### config.mk
export PLATFORM = sky130hd
export DESIGN_NAME = key_auto_repeat_engine
export DESIGN_NICKNAME = d
export VERILOG_FILES = /design/src/rtl/core/kare_pkg.sv /design/src/rtl/core/kare_ram.sv /design/src/rtl/core/kare_fifo.sv /design/src/rtl/core/kare_front.sv /design/src/rtl/core/kare_back.sv /design/src/rtl/core/key_auto_repeat_engine.sv
export SDC_FILE = /design/constraint.sdc
export NUM_CORES = 2
export LEC_CHECK = 0
export ABC_AREA = 1
export BUFFER_PORTS_ARGS = -buffer_cell sky130_fd_sc_hd__buf_4
export CAP_MARGIN = 20
export CORE_ASPECT_RATIO = 0.7
export CORE_MARGIN = 8
export CORE_UTILIZATION = 25
export CTS_CLUSTER_DIAMETER = 40
export DETAILED_ROUTE_END_ITERATION = 7
export PLACE_DENSITY_LB_ADDON = 0.08
export SLEW_MARGIN = 30
export SYNTH_ARGS = -nofsm -noshare
export SYNTH_HDL_FRONTEND = slang
export SYNTH_SLANG_ARGS = --single-unit
### constraint.sdc
create_clock -name clk -period 9.45 [get_ports clk]
set_input_delay 2.835 -clock clk [delete_from_list [all_inputs] [get_ports clk]]
set_output_delay 2.835 -clock clk [all_outputs]
set_load 0.01 [all_outputs]
### src/rtl/core/kare_pkg.sv
// ---------------------------------------------------------------------------
// kare_pkg
// Shared types and constants of the key auto-repeat engine.
// ---------------------------------------------------------------------------
package kare_pkg;

	localparam int NUM_KEYS_DEF  = 16;
	localparam int MAX_RESULTS   = 16;
	localparam int CNT_W         = 5;
	localparam int QUEUE_DEPTH   = 2;
	localparam int TIME_W        = 64;
	localparam int DATA_W        = 32;
	localparam int PADDR_W       = 4;

	localparam logic [31:0] INITIAL_DELAY_RST   = 32'd400000;
	localparam logic [31:0] REPEAT_INTERVAL_RST = 32'd100000;
	localparam logic [15:0] REPEAT_MASK_RST     = 16'd15;

	// command codes of an input item; the fourth code is ignored
	typedef enum logic [1:0] {
		CMD_PRESS   = 2'd0,
		CMD_RELEASE = 2'd1,
		CMD_TICK    = 2'd2
	} kare_cmd_code_t;

	// configuration register indexes (byte address = 4 * index)
	typedef enum logic [1:0] {
		REG_INITIAL_DELAY   = 2'd0,
		REG_REPEAT_INTERVAL = 2'd1,
		REG_REPEAT_MASK     = 2'd2
	} kare_reg_t;

	typedef enum logic [1:0] {
		BK_IDLE,
		BK_SCAN,
		BK_FLUSH
	} kare_bk_state_t;

	typedef struct packed {
		logic [1:0]        cmd;
		logic [3:0]        key_id;
		logic [1:0]        device;
		logic [3:0]        action;
		logic [TIME_W-1:0] timestamp;
	} kare_in_t;

	typedef struct packed {
		logic [TIME_W-1:0] event_time;
		logic [1:0]        event_device;
		logic [3:0]        event_action;
		logic              is_repeat;
		logic              last;
	} kare_out_t;

	// classified command handed from front to back
	typedef struct packed {
		kare_cmd_code_t    op;
		logic              key_ok;
		logic              arm;
		logic [3:0]        key_id;
		logic [1:0]        device;
		logic [3:0]        action;
		logic [TIME_W-1:0] now;
		logic [TIME_W-1:0] new_time;
	} kare_cmd_t;

	// one slot of the repeat table
	typedef struct packed {
		logic [1:0]        device;
		logic [3:0]        action;
		logic [TIME_W-1:0] next_time;
	} kare_slot_t;

endpackage

### src/rtl/core/kare_ram.sv
// ---------------------------------------------------------------------------
// kare_ram
// Generic one-write one-read RAM with registered read data.
// ---------------------------------------------------------------------------
module kare_ram #(
	parameter int WIDTH = 8,
	parameter int DEPTH = 16,
	localparam int AddrW = (DEPTH > 1) ? $clog2(DEPTH) : 1
) (
	input  logic             clk,
	input  logic             we,
	input  logic [AddrW-1:0] waddr,
	input  logic [WIDTH-1:0] wdata,
	input  logic             re,
	input  logic [AddrW-1:0] raddr,
	output logic [WIDTH-1:0] rdata
);

	logic [WIDTH-1:0] mem_q [DEPTH];

	// write port, read port with held data while re is low
	always_ff @(posedge clk) begin
		if (we) begin
			mem_q[waddr] <= wdata;
		end
		if (re) begin
			rdata <= mem_q[raddr];
		end
	end

endmodule

### src/rtl/core/kare_fifo.sv
// ---------------------------------------------------------------------------
// kare_fifo
// Small register queue; used between front and back and at the result side.
// ---------------------------------------------------------------------------
module kare_fifo #(
	parameter int WIDTH = 8,
	parameter int DEPTH = 2
) (
	input  logic             clk,
	input  logic             arst_n,
	input  logic             push,
	input  logic [WIDTH-1:0] wdata,
	output logic             full,
	input  logic             pop,
	output logic [WIDTH-1:0] rdata,
	output logic             empty
);

	localparam int PtrW = (DEPTH > 1) ? $clog2(DEPTH) : 1;
	localparam int CntW = $clog2(DEPTH + 1);

	logic [WIDTH-1:0] mem_q [DEPTH];
	logic [PtrW-1:0]  wr_ptr_q;
	logic [PtrW-1:0]  rd_ptr_q;
	logic [CntW-1:0]  count_q;
	logic             do_push;
	logic             do_pop;

	assign full    = (count_q == CntW'(DEPTH));
	assign empty   = (count_q == '0);
	assign do_push = push && !full;
	assign do_pop  = pop && !empty;
	assign rdata   = mem_q[rd_ptr_q];

	// store the pushed item
	always_ff @(posedge clk) begin
		if (do_push) begin
			mem_q[wr_ptr_q] <= wdata;
		end
	end

	// advance pointers and count
	always_ff @(posedge clk or negedge arst_n) begin
		if (!arst_n) begin
			wr_ptr_q <= '0;
			rd_ptr_q <= '0;
			count_q  <= '0;
		end else begin
			if (do_push) begin
				wr_ptr_q <= (wr_ptr_q == PtrW'(DEPTH - 1)) ? '0 : wr_ptr_q + PtrW'(1);
			end
			if (do_pop) begin
				rd_ptr_q <= (rd_ptr_q == PtrW'(DEPTH - 1)) ? '0 : rd_ptr_q + PtrW'(1);
			end
			if (do_push && !do_pop) begin
				count_q <= count_q + CntW'(1);
			end else if (do_pop && !do_push) begin
				count_q <= count_q - CntW'(1);
			end
		end
	end

endmodule

### src/rtl/core/kare_front.sv
// ---------------------------------------------------------------------------
// kare_front
// Configuration registers, input classification and schedule-time adder.
// ---------------------------------------------------------------------------
module kare_front
	import kare_pkg::*;
#(
	parameter int NUM_KEYS = NUM_KEYS_DEF
) (
	input  logic               clk,
	input  logic               arst_n,
	input  logic               psel,
	input  logic               penable,
	input  logic               pwrite,
	input  logic [PADDR_W-1:0] paddr,
	input  logic [DATA_W-1:0]  pwdata,
	output logic [DATA_W-1:0]  prdata,
	output logic               pready,
	input  logic               push,
	input  kare_in_t           key_item,
	output logic               full,
	input  logic               cq_full,
	output logic               cq_push,
	output kare_cmd_t          cq_entry
);

	logic [31:0]       initial_delay_q;
	logic [31:0]       repeat_interval_q;
	logic [15:0]       repeat_mask_q;
	logic [1:0]        reg_idx;
	logic              cfg_wr;
	logic [31:0]       add_inc;
	logic [TIME_W:0]   add_sum;
	logic              is_cmd;

	assign pready  = 1'b1;
	assign reg_idx = paddr[3:2];
	assign cfg_wr  = psel && penable && pwrite && pready;

	// write configuration registers
	always_ff @(posedge clk or negedge arst_n) begin
		if (!arst_n) begin
			initial_delay_q   <= INITIAL_DELAY_RST;
			repeat_interval_q <= REPEAT_INTERVAL_RST;
			repeat_mask_q     <= REPEAT_MASK_RST;
		end else if (cfg_wr) begin
			case (reg_idx)
				REG_INITIAL_DELAY:   initial_delay_q   <= pwdata;
				REG_REPEAT_INTERVAL: repeat_interval_q <= pwdata;
				REG_REPEAT_MASK:     repeat_mask_q     <= pwdata[15:0];
				default: ;
			endcase
		end
	end

	// read back configuration registers
	always_comb begin
		case (reg_idx)
			REG_INITIAL_DELAY:   prdata = initial_delay_q;
			REG_REPEAT_INTERVAL: prdata = repeat_interval_q;
			REG_REPEAT_MASK:     prdata = {16'd0, repeat_mask_q};
			default:             prdata = '0;
		endcase
	end

	// saturating add of delay or interval to the timestamp
	assign add_inc = (key_item.cmd == CMD_TICK) ? repeat_interval_q : initial_delay_q;
	assign add_sum = {1'b0, key_item.timestamp} + (TIME_W + 1)'(add_inc);

	// classify the item; drop the unused command code
	assign is_cmd = (key_item.cmd == CMD_PRESS) || (key_item.cmd == CMD_RELEASE) ||
	                (key_item.cmd == CMD_TICK);
	assign full    = cq_full;
	assign cq_push = push && !cq_full && is_cmd;

	always_comb begin
		cq_entry.op       = kare_cmd_code_t'(key_item.cmd);
		cq_entry.key_ok   = (int'(key_item.key_id) < NUM_KEYS);
		cq_entry.arm      = repeat_mask_q[key_item.action];
		cq_entry.key_id   = key_item.key_id;
		cq_entry.device   = key_item.device;
		cq_entry.action   = key_item.action;
		cq_entry.now      = key_item.timestamp;
		cq_entry.new_time = add_sum[TIME_W] ? '1 : add_sum[TIME_W-1:0];
	end

endmodule

### src/rtl/core/kare_back.sv
// ---------------------------------------------------------------------------
// kare_back
// Slot table and sequencer: applies presses and releases, scans on a tick.
// ---------------------------------------------------------------------------
module kare_back
	import kare_pkg::*;
#(
	parameter int NUM_KEYS = NUM_KEYS_DEF
) (
	input  logic      clk,
	input  logic      arst_n,
	input  logic      cq_valid,
	input  kare_cmd_t cq_entry,
	output logic      cq_pop,
	input  logic      oq_full,
	output logic      oq_push,
	output kare_out_t oq_item
);

	localparam int IdxW = (NUM_KEYS > 1) ? $clog2(NUM_KEYS) : 1;

	kare_bk_state_t   state_q;
	kare_bk_state_t   state_d;
	logic             armed_q [NUM_KEYS];
	logic [IdxW:0]    rd_idx_q;
	logic             s1_vld_q;
	logic [IdxW-1:0]  s1_idx_q;
	logic [CNT_W-1:0] cnt_q;
	logic             hold_vld_q;
	kare_out_t        hold_q;
	logic [TIME_W-1:0] tick_now_q;
	logic [TIME_W-1:0] tick_next_q;

	kare_slot_t       rd_slot;
	kare_slot_t       wr_slot;
	logic             ram_we;
	logic [IdxW-1:0]  ram_waddr;
	logic             ram_re;
	logic             scan_go;
	logic             rd_more;
	logic             slot_due;
	logic             due_fire;
	logic             scan_done;
	logic             idle_take;
	logic [IdxW-1:0]  key_addr;
	kare_out_t        due_item;

	kare_ram #(
		.WIDTH($bits(kare_slot_t)),
		.DEPTH(NUM_KEYS)
	) u_slot_ram (
		.clk  (clk),
		.we   (ram_we),
		.waddr(ram_waddr),
		.wdata(wr_slot),
		.re   (ram_re),
		.raddr(rd_idx_q[IdxW-1:0]),
		.rdata(rd_slot)
	);

	// scan control: one slot read per cycle while the result queue has room, each checked from registered data
	assign key_addr  = IdxW'(cq_entry.key_id);
	assign scan_go   = (state_q == BK_SCAN) && !oq_full;
	assign rd_more   = (rd_idx_q < (IdxW + 1)'(NUM_KEYS));
	assign ram_re    = scan_go && rd_more;
	assign slot_due  = s1_vld_q && armed_q[s1_idx_q] && (rd_slot.next_time <= tick_now_q) &&
	                   (cnt_q < CNT_W'(MAX_RESULTS));
	assign due_fire  = scan_go && slot_due;
	assign scan_done = scan_go && !rd_more && !s1_vld_q;
	assign idle_take = (state_q == BK_IDLE) && cq_valid &&
	                   ((cq_entry.op != CMD_PRESS) || !oq_full);

	always_comb begin
		due_item.event_time   = rd_slot.next_time;
		due_item.event_device = rd_slot.device;
		due_item.event_action = rd_slot.action;
		due_item.is_repeat    = 1'b1;
		due_item.last         = 1'b0;
	end

	// next state
	always_comb begin
		state_d = state_q;
		case (state_q)
			BK_IDLE: begin
				if (idle_take && (cq_entry.op == CMD_TICK)) begin
					state_d = BK_SCAN;
				end
			end
			BK_SCAN: begin
				if (scan_done) begin
					state_d = BK_FLUSH;
				end
			end
			BK_FLUSH: begin
				if (!hold_vld_q || !oq_full) begin
					state_d = BK_IDLE;
				end
			end
			default: state_d = BK_IDLE;
		endcase
	end

	// outputs: queue pop, table writes, result pushes
	always_comb begin
		cq_pop    = 1'b0;
		oq_push   = 1'b0;
		oq_item   = hold_q;
		ram_we    = 1'b0;
		ram_waddr = s1_idx_q;
		wr_slot   = rd_slot;
		case (state_q)
			BK_IDLE: begin
				cq_pop = idle_take;
				if (idle_take && (cq_entry.op == CMD_PRESS)) begin
					oq_push              = 1'b1;
					oq_item.event_time   = cq_entry.now;
					oq_item.event_device = cq_entry.device;
					oq_item.event_action = cq_entry.action;
					oq_item.is_repeat    = 1'b0;
					oq_item.last         = 1'b1;
					ram_we               = cq_entry.key_ok && cq_entry.arm;
					ram_waddr            = key_addr;
					wr_slot.device       = cq_entry.device;
					wr_slot.action       = cq_entry.action;
					wr_slot.next_time    = cq_entry.new_time;
				end
			end
			BK_SCAN: begin
				if (due_fire) begin
					ram_we            = 1'b1;
					wr_slot.next_time = tick_next_q;
					oq_push           = hold_vld_q;
					oq_item.last      = 1'b0;
				end
			end
			BK_FLUSH: begin
				oq_push      = hold_vld_q && !oq_full;
				oq_item.last = 1'b1;
			end
			default: ;
		endcase
	end

	// control registers
	always_ff @(posedge clk or negedge arst_n) begin
		if (!arst_n) begin
			state_q    <= BK_IDLE;
			rd_idx_q   <= '0;
			s1_vld_q   <= 1'b0;
			cnt_q      <= '0;
			hold_vld_q <= 1'b0;
			for (int i = 0; i < NUM_KEYS; i++) begin
				armed_q[i] <= 1'b0;
			end
		end else begin
			state_q <= state_d;
			if (idle_take) begin
				case (cq_entry.op)
					CMD_PRESS: begin
						if (cq_entry.key_ok) begin
							armed_q[key_addr] <= cq_entry.arm;
						end
					end
					CMD_RELEASE: begin
						if (cq_entry.key_ok) begin
							armed_q[key_addr] <= 1'b0;
						end
					end
					CMD_TICK: begin
						rd_idx_q   <= '0;
						s1_vld_q   <= 1'b0;
						cnt_q      <= '0;
						hold_vld_q <= 1'b0;
					end
					default: ;
				endcase
			end
			if (scan_go) begin
				s1_vld_q <= rd_more;
				if (rd_more) begin
					rd_idx_q <= rd_idx_q + (IdxW + 1)'(1);
				end
			end
			if (due_fire) begin
				hold_vld_q <= 1'b1;
				cnt_q      <= cnt_q + CNT_W'(1);
			end
			if ((state_q == BK_FLUSH) && !oq_full) begin
				hold_vld_q <= 1'b0;
			end
		end
	end

	// payload registers of the scan
	always_ff @(posedge clk) begin
		if (idle_take && (cq_entry.op == CMD_TICK)) begin
			tick_now_q  <= cq_entry.now;
			tick_next_q <= cq_entry.new_time;
		end
		if (scan_go) begin
			s1_idx_q <= rd_idx_q[IdxW-1:0];
		end
		if (due_fire) begin
			hold_q <= due_item;
		end
	end

	// a result is never pushed into a full result queue
	a_no_push_full: assert property (@(posedge clk) disable iff (!arst_n)
		oq_push |-> !oq_full)
		else $error("result pushed while queue full");

	// a slot update never collides with the slot being read
	a_no_rw_clash: assert property (@(posedge clk) disable iff (!arst_n)
		(ram_we && ram_re) |-> (ram_waddr != rd_idx_q[IdxW-1:0]))
		else $error("slot write and read at the same address");

	// never more repeats per tick than allowed
	a_cnt_bound: assert property (@(posedge clk) disable iff (!arst_n)
		cnt_q <= CNT_W'(MAX_RESULTS))
		else $error("repeat count exceeds limit");

	// a held repeat is always flushed before the next command is taken
	a_hold_empty_idle: assert property (@(posedge clk) disable iff (!arst_n)
		(state_q == BK_IDLE) |-> !hold_vld_q)
		else $error("held repeat left behind in idle");

	// a tick scan always ends in the flush state
	a_scan_to_flush: assert property (@(posedge clk) disable iff (!arst_n)
		scan_done |=> (state_q == BK_FLUSH))
		else $error("scan did not end in flush");

endmodule

### src/rtl/core/key_auto_repeat_engine.sv
// ---------------------------------------------------------------------------
// key_auto_repeat_engine
// Typematic auto-repeat table with one slot per key; emits press and repeat
// events.
// ---------------------------------------------------------------------------
//   channel  | handshake          | payload
//   ---------+--------------------+--------------------------------------
//   input    | push / full        | key_item   (cmd, key, device, action, time)
//   result   | pop / empty        | event_item (time, device, action, flags)
//   config   | psel/penable/pready| paddr, pwdata, prdata
//
// A press or release is taken from the command queue in the idle state; a press
// emits one event. A tick is taken in idle; the scan then issues one slot read
// per cycle while the result queue has room, checks each slot from the registered
// read data and closes, and the flush state pushes the last held repeat. Reset
// clears the armed flags at once; no clearing pass is needed. A full result queue
// stalls the back end; a two-entry command queue keeps accepting items until full.
// ---------------------------------------------------------------------------
module key_auto_repeat_engine
	import kare_pkg::*;
#(
	parameter int NUM_KEYS = NUM_KEYS_DEF
) (
	input  logic               clk,
	input  logic               arst_n,
	input  logic               psel,
	input  logic               penable,
	input  logic               pwrite,
	input  logic [PADDR_W-1:0] paddr,
	input  logic [DATA_W-1:0]  pwdata,
	output logic [DATA_W-1:0]  prdata,
	output logic               pready,
	input  logic               push,
	output logic               full,
	input  kare_in_t           key_item,
	input  logic               pop,
	output logic               empty,
	output kare_out_t          event_item
);

	logic      cq_full;
	logic      cq_push;
	kare_cmd_t cq_wentry;
	kare_cmd_t cq_rentry;
	logic      cq_empty;
	logic      cq_pop;
	logic      oq_full;
	logic      oq_push;
	kare_out_t oq_item;

	kare_front #(
		.NUM_KEYS(NUM_KEYS)
	) u_front (
		.clk     (clk),
		.arst_n  (arst_n),
		.psel    (psel),
		.penable (penable),
		.pwrite  (pwrite),
		.paddr   (paddr),
		.pwdata  (pwdata),
		.prdata  (prdata),
		.pready  (pready),
		.push    (push),
		.key_item(key_item),
		.full    (full),
		.cq_full (cq_full),
		.cq_push (cq_push),
		.cq_entry(cq_wentry)
	);

	// command queue between front and back
	kare_fifo #(
		.WIDTH($bits(kare_cmd_t)),
		.DEPTH(QUEUE_DEPTH)
	) u_cmd_q (
		.clk   (clk),
		.arst_n(arst_n),
		.push  (cq_push),
		.wdata (cq_wentry),
		.full  (cq_full),
		.pop   (cq_pop),
		.rdata (cq_rentry),
		.empty (cq_empty)
	);

	kare_back #(
		.NUM_KEYS(NUM_KEYS)
	) u_back (
		.clk     (clk),
		.arst_n  (arst_n),
		.cq_valid(!cq_empty),
		.cq_entry(cq_rentry),
		.cq_pop  (cq_pop),
		.oq_full (oq_full),
		.oq_push (oq_push),
		.oq_item (oq_item)
	);

	// result queue toward the consumer
	kare_fifo #(
		.WIDTH($bits(kare_out_t)),
		.DEPTH(QUEUE_DEPTH)
	) u_evt_q (
		.clk   (clk),
		.arst_n(arst_n),
		.push  (oq_push),
		.wdata (oq_item),
		.full  (oq_full),
		.pop   (pop),
		.rdata (event_item),
		.empty (empty)
	);

endmodule
-- Word level (Yosys, flattened, before mapping)
Memory sizes are Yosys's and may differ from the RTL's. A register that Yosys moved wholly into a read port is not among the register bits.
Cells that the tools add are included.
- register bits: 320
- bits in writable memories: 1546
- bits of input ports: 119
- output and inout bits: 107
- word-level logic and storage cells: 203
- memories kept: 3
- add/sub/neg operators: 11
- order comparisons: 7
- eq/ne operators: 15
- multiplexer cells: 60
- bitwise logic cells: 4
- reduce and logical (&&, ||, !) cells: 67
- memory list (memory ; depth ; width ; rd ports ; clocked after memory_dff ; wr ports ; RTL line ; RTL):
    u_back.u_slot_ram.mem_q ; 16 ; 70 ; 1 ; 1 ; 1 ; kare_ram.sv:19 ; logic [WIDTH-1:0] mem_q [DEPTH];
    u_cmd_q.mem_q ; 2 ; 141 ; 1 ; 0 ; 1 ; kare_fifo.sv:22 ; logic [WIDTH-1:0] mem_q [DEPTH];
    u_evt_q.mem_q ; 2 ; 72 ; 1 ; 0 ; 1 ; kare_fifo.sv:22 ;
- operator list (kind ; number):
    $mux 64 ; 2
    $pmux 64 s2 ; 1
    $pmux 32 s3 ; 1
    $mux 72 ; 1
    $mux 71 ; 1
    $mux 70 ; 1
    $add 64x32->65 ; 1
    $le 64x64->1 ; 1
    $mux 5 ; 7
    $mux 16 ; 2
    $mux 32 ; 1
    $pmux 16 s2 ; 1
    $logic_and 1x1->1 ; 27
    $mux 1 ; 24
    $and 16x16->16 ; 1
    $bwmux 16 ; 1
    $not 16->16 ; 1
    $reduce_bool 2->1 ; 8
    $mux 2 ; 7
    $eq 2x2->1 const B ; 6
    $logic_not 2->1 ; 6
    $reduce_and 2->1 ; 6
    $logic_not 1->1 ; 11
    $add 5x1->5 const B ; 2
    other kinds (23) ; 44

-- Logic depth before layout (Yosys ltp)
- depth after elaboration: 15
- mapped depth: 23
- mapped depth without buffers: 22

-- Hierarchy
From an unflattened synthesis, not the netlist that was laid out.
- cell total of the unflattened synthesis: 8797
- area, all modules: 87810.5 um^2
- by module, submodules not included (module ; instances ; cells each ; area an instance (um^2) ; seq. area each (um^2)):
    kare_ram ; 1 ; 4602 ; 49811.5 ; 35734.3
    kare_back ; 1 ; 1455 ; 12886.1 ; 6816.5
    kare_fifo (u_cmd_q) ; 1 ; 773 ; 10542.6 ; 8628.3
    kare_front ; 1 ; 1559 ; 9076.2 ; 2021.9
    kare_fifo (u_evt_q) ; 1 ; 407 ; 5490.3 ; 4424.2
    key_auto_repeat_engine ; 1 ; 1 ; 3.8 ; 0.0

-- Worst setup path before layout
Ideal clock, no wire load.
- kind: input to register
- start point: in key_item[74] (netlist bit)
- end point: mem u_cmd_q.mem_q[1][0] (netlist bit), enable pin
- setup time: 0.645 ns
- arrival time: 9.033 ns
- slack: -0.228 ns
- cell stages on the path: 5
- path buffers: 0
- cells stage by stage: nand2_1 > nand2_1 > nor2_1 > inv_1 > nor2_1
- longest elaborated chain between the ends: 7
- ends and longest elaborated chain (element ; RTL line ; RTL):
    start: declaration ; key_auto_repeat_engine.sv:35 ; input kare_in_t key_item,
    $eq 2x1->1 / $logic_not 2->1 (equally long branches) ; kare_front.sv:71 ; assign is_cmd = (key_item.cmd == CMD_PRESS) || (key_item.cmd == CMD_RELEASE) ||
    $logic_or 1x1->1 ; kare_front.sv:71 ;
    $logic_or 1x1->1 * ; kare_front.sv:71 ;
    $logic_and 1x1->1 * ; kare_front.sv:74 ; assign cq_push = push && !cq_full && is_cmd;
    $logic_and 1x1->1 * ; kare_fifo.sv:31 ; assign do_push = push && !full;
    via u_cmd_q.do_push ; kare_fifo.sv:26 ; logic do_push;
    $mux 1 * ; kare_fifo.sv:37 ; if (do_push) begin
    $mux 1 (implied by the code) * ; kare_fifo.sv:38 ; mem_q[wr_ptr_q] <= wdata;
    end: declaration ; kare_fifo.sv:22 ;
The timed path passes the listed nets; every way through them passes the cells marked *.

-- Worst setup path after layout
- start point: in paddr[3]
- end point: out prdata[3]
- longest elaborated chain between the ends: 2
- ends and longest elaborated chain (element ; RTL line ; RTL):
    start: declaration ; key_auto_repeat_engine.sv:29 ; input logic [PADDR_W-1:0] paddr,
    $eq 2x2->1 (tied with other cells) ; kare_front.sv:58 ; case (reg_idx)
    $pmux 32 s3 * ; kare_front.sv:58 ;
    end: declaration ; key_auto_repeat_engine.sv:31 ; output logic [DATA_W-1:0] prdata,
Every way passes the cells marked *; elsewhere a longest branch is shown, timed or not.

==> impl_metrics.py <==
metrics = {
    "layout": {
        "nNetsFinal": 7539,
        "drive_above_1_share_pct": 11.9,
        "design_area_sq_um": 98000,
        "postLayoutCoreUtil_pct": 30.1,
        "fill_cells": 33203,
        "stdcell_count": 11876,
        "area_growth_pct": 19.7,
    },
    "floorplan": {
        "io_pins": 226,
        "fp.dieW_um": 700,
        "die_height_um": 495,
        "num_rows": 175,
        "start_util_pct": 25.2,
        "coreArea_sq_um": 325000,
        "dieArea_sq_um": 346000,
    },
    "drt": {
        "totalWireLength_um": 293000,
        "via_per_inst": 4.64,
        "antenna_left": 0,
        "drtIter0Drc": 4808,
        "drtPass1Iterations": 5,
        "vias": 55072,
        "wire_per_inst_um": 24.7,
        "drc": 0,
    },
    "setup_path": {
        "setup.worst_path.class": "in2out",
        "r2r_cells": 13,
        "cp_max_fo": 10,
        "r2r-end": "u_back.u_slot_ram.mem_q[8][66]",
        "path_cells": "buf_4 > inv_1 > nor2_2 > inv_1 > o221ai_1 > buf_4",
        "critPathBufInv": 4,
        "slowest_delay_ns": 0.46,
        "cp-start-kind": "input pin",
        "crit_required_ns": 6.62,
        "r2r_start": "u_back.u_slot_ram.rdata[30]",
        "reg2reg_slack_ns": 3.57,
        "cp-end-kind": "output port",
        "cpMaxStageDelayCell": "nor2_2",
        "critPathTopFamily": "buffers and inverters",
        "worstPathArrival_ns": 4.42,
    },
    "power_and_ir_drop": {
        "seq_power_share_pct": 38.5,
        "ir_drop_uv": 253,
        "p_sw_share_pct": 38.2,
        "p_sw_uw": 13300,
        "comb_power_share_pct": 31.2,
        "p_int_uw": 21400,
        "p_per_area_nw_per_um2": 354,
        "p_leak_uw": 0.0355,
        "clockPowerShare_pct": 30.3,
    },
    "timing": {
        "holdWs_ns": 0.454,
        "fin_crit_ns": 7.25,
        "setup_violations": 0,
        "setup_tns_ns": 0,
        "slew_headroom_pct": 26.7,
        "final_hold_viol_count": 0,
        "rsz0062_at_grt": "false",
        "maxSlewViolCount": 0,
        "finalClockSkew_ns": 0.0508,
        "fin_crit_sh_pct": 76.8,
        "worstMarginPinSlew_ns": 1.10,
        "max_freq_mhz": 138,
    },
    "logic_synthesis": {
        "syn_nets": 7317,
        "ys_warn_count": 0,
        "ys_seq_area_share_pct": 70.4,
        "syn_area_sq_um": 81800,
        "ys_seq_elements": 1936,
        "syn_area_per_cell_sq_um": 11.5,
        "syn_inst": 7097,
        "yosysUniqueCellTypes": 52,
    },
    "cts": {
        "cts-root-buf": "clkbuf_16",
        "clock_latency_ns": 0.85,
        "hold_buffers": 0,
        "htree_levels": 5,
        "clk_pin_slew_ns": 0.06,
        "tritoncts": "built",
        "clock_path_buffers": 4,
        "cts_made_buffers": 282,
        "cts_num_sinks": 1936,
        "cts_setup_buffers": 0,
        "cts-resized-gates": 0,
    },
    "grt": {
        "grt_max_degree": 175,
        "grt_pass1_vias": 53855,
        "grt_pass1_wl_um": 416000,
        "grtUsageTotal_pct": 16.5,
        "antenna_found_initial": 28,
        "overflow": 0,
    },
    "place": {
        "hpwl_um": 172000,
        "place_inst": 11371,
        "placed_area_sq_um": 88700,
        "place_congestion": 0.884,
        "io_buffers": 222,
    },
    "worst_hold_path": {
        "hold_depth": 0,
        "hp-start": "u_back.u_slot_ram.rdata[65]",
        "hold_path_end": "u_back.hold_q[3]",
        "worstHoldPathType": "reg2reg",
    },
    "flow_run": {
        "cap_violations": 0,
    },
    "outcome": {
        "outcome": "completed",
    },
}
## per-layer routing
| layer | track usage (%) | vias up | share of wire (%) |
|---|---|---|---|
| met1 | 24.9 | 27838 | 51 |
| met2 | 24.7 | 1324 | 43 |
| met5 | 0 | - | 0.0051 |
| met4 | 3.28 | 2 | 1.8 |
| met3 | 2.56 | 341 | 4.7 |
| li1 | - | 25567 | - |
## worst reg2reg max path, stage by stage, from the launching register on
cell and delay, ns:
edfxtp_1 0.58, ha_1 0.38, nand2_1 0.06, nor2_1 0.17, nand2_1 0.17, nor2_1 0.87
nand4_1 0.24, nand2_2 0.12, buf_4 0.42, nand2_4 0.39, nand2_1 0.31, nand3_1 0.34
nor2_4 0.78, buf_12 0.50
## per-stage QoR
step                      worst slack (ns)  total power [uW]
final                                 2.20             34700
after global routing                  1.98             36700
after CTS                             1.91             35400
after detailed placement              1.56             24700
after global placement                1.57             24700
after floorplan                       2.16             19400
## kinds of logic (layout without fill, tap and decap cells)
logic type      after synthesis  count (layout)  share of synthesized area, %
buf+inv                     846            1283                          4.08
flops                      1936            1936                          70.4
fa+ha+maj                   101             101                          1.55
mux                          10              10                         0.122
simple gates               2850            2850                          14.0
compound gates             1320            1320                          9.55
other cells                   1               7                       0.00458
xor+xnor                     33              33                         0.353
## power groups by stage
stage               Clock, uW  Sequential (uW)  Combinational [uW]
finish                  10500            13400               10800
detailed placement          0            13600               11200
CTS                     10800            13400               11200
global placement            0            13600               11100
floorplan                   0            13100                6340
global route            11100            13500               12100
## cell type report
class | count | area (sq um) | share of cell area, %
flip-flops and latches | 1936 | 57600 | 58.8
diodes | 6 | 15.0 | 0.0153
well taps | 4336 | 5430 | 5.54
repair buffers | 319 | 2780 | 2.84
multi-input cells | 4315 | 21100 | 21.6
clock buffers | 337 | 7540 | 7.69
clock inverters | 162 | 1680 | 1.72
inverters | 465 | 1790 | 1.83
## how the worst max path moves through the flow
stage | start | to | depth (start not counted)
2_1_floorplan | key_item[74] | u_cmd_q.mem_q[1][0] | 5
3_3_place_gp | key_item[74] | u_cmd_q.mem_q[0][20] | 18
3_5_place_dp | key_item[74] | u_cmd_q.mem_q[0][17] | 18
4_1_cts | paddr[3] | prdata[3] | 6
5_1_grt | key_item[74] | u_cmd_q.mem_q[0][26] | 18
6_report | paddr[3] | prdata[3] | 6
## synth_stat cells, drive strengths merged
cell type / instances / area, sq um
dfstp: 16 / 420
a21o: 14 / 105
nand3b: 7 / 52.6
a22o: 1 / 8.76
nor2: 726 / 2740
or4: 1 / 7.51
a21boi: 6 / 56.3
o221ai: 123 / 1080
nand4: 23 / 144
nor4: 6 / 37.5
fa: 1 / 20.0
o31ai: 3 / 22.5
inv: 465 / 1750
o21ai: 814 / 4090
o211ai: 87 / 843
nand2: 1638 / 6170
nor3: 17 / 90.1
clkbuf: 285 / 1070
buf: 96 / 519
xnor2: 11 / 96.3
or2: 17 / 106
nand3: 412 / 2060
o22ai: 166 / 1040
a31oi: 6 / 37.5
conb: 1 / 3.75
edfxtp: 1818 / 54600
mux2i: 10 / 100
a21oi: 88 / 448
dfrtp: 102 / 2550
o21bai: 4 / 30.0
ha: 100 / 1250
and3: 3 / 18.8
xor2: 22 / 193
o21a: 8 / 61.3
## state kept, by name (all words and copies together), names as in the netlist
signal	flops
u_evt_q.count_q	2
u_back.hold_q	70
u_front.initial_delay_q	32
u_evt_q.wr_ptr_q	1
u_back.state_q	2
u_cmd_q.count_q	2
u_evt_q.mem_q	144
u_back.u_slot_ram.mem_q	1120
u_back.hold_vld_q	1
u_front.repeat_interval_q	32
u_cmd_q.rd_ptr_q	1
u_back.armed_q	16
u_evt_q.rd_ptr_q	1
u_cmd_q.mem_q	282
u_back.tick_now_q	64
u_back.tick_next_q	64
u_cmd_q.wr_ptr_q	1
u_back.s1_idx_q	4
u_back.u_slot_ram.rdata	70
u_front.repeat_mask_q	16
u_back.rd_idx_q	5
u_back.cnt_q	5
u_back.s1_vld_q	1
## placed cells by master (no fill, tap or decap), types with 11 or more instances in the layout
| master | n |
|---|---|
| inv_1 | 451 |
| nor3_1 | 16 |
| nand4_1 | 23 |
| inv_8 | 11 |
| clkinv_2 | 26 |
| clkinv_4 | 27 |
| ha_1 | 100 |
| xnor2_1 | 11 |
| nor2_4 | 23 |
| inv_6 | 34 |
| dfrtp_1 | 96 |
| dfstp_2 | 16 |
| o211ai_2 | 38 |
| bufinv_16 | 21 |
| or2_2 | 16 |
| nand3_1 | 411 |
| edfxtp_1 | 1818 |
| o21ai_0 | 806 |
| o221ai_1 | 123 |
| a21o_1 | 14 |
| o22ai_1 | 166 |
| clkinv_1 | 24 |
| a21oi_1 | 85 |
| clkbuf_16 | 293 |
| nor2_1 | 699 |
| buf_12 | 29 |
| xor2_1 | 22 |
| buf_4 | 288 |
| clkbuf_1 | 40 |
| o211ai_1 | 49 |
| clkinvlp_4 | 18 |
| nand2_1 | 1628 |
(Power assumes the default switching activity.)
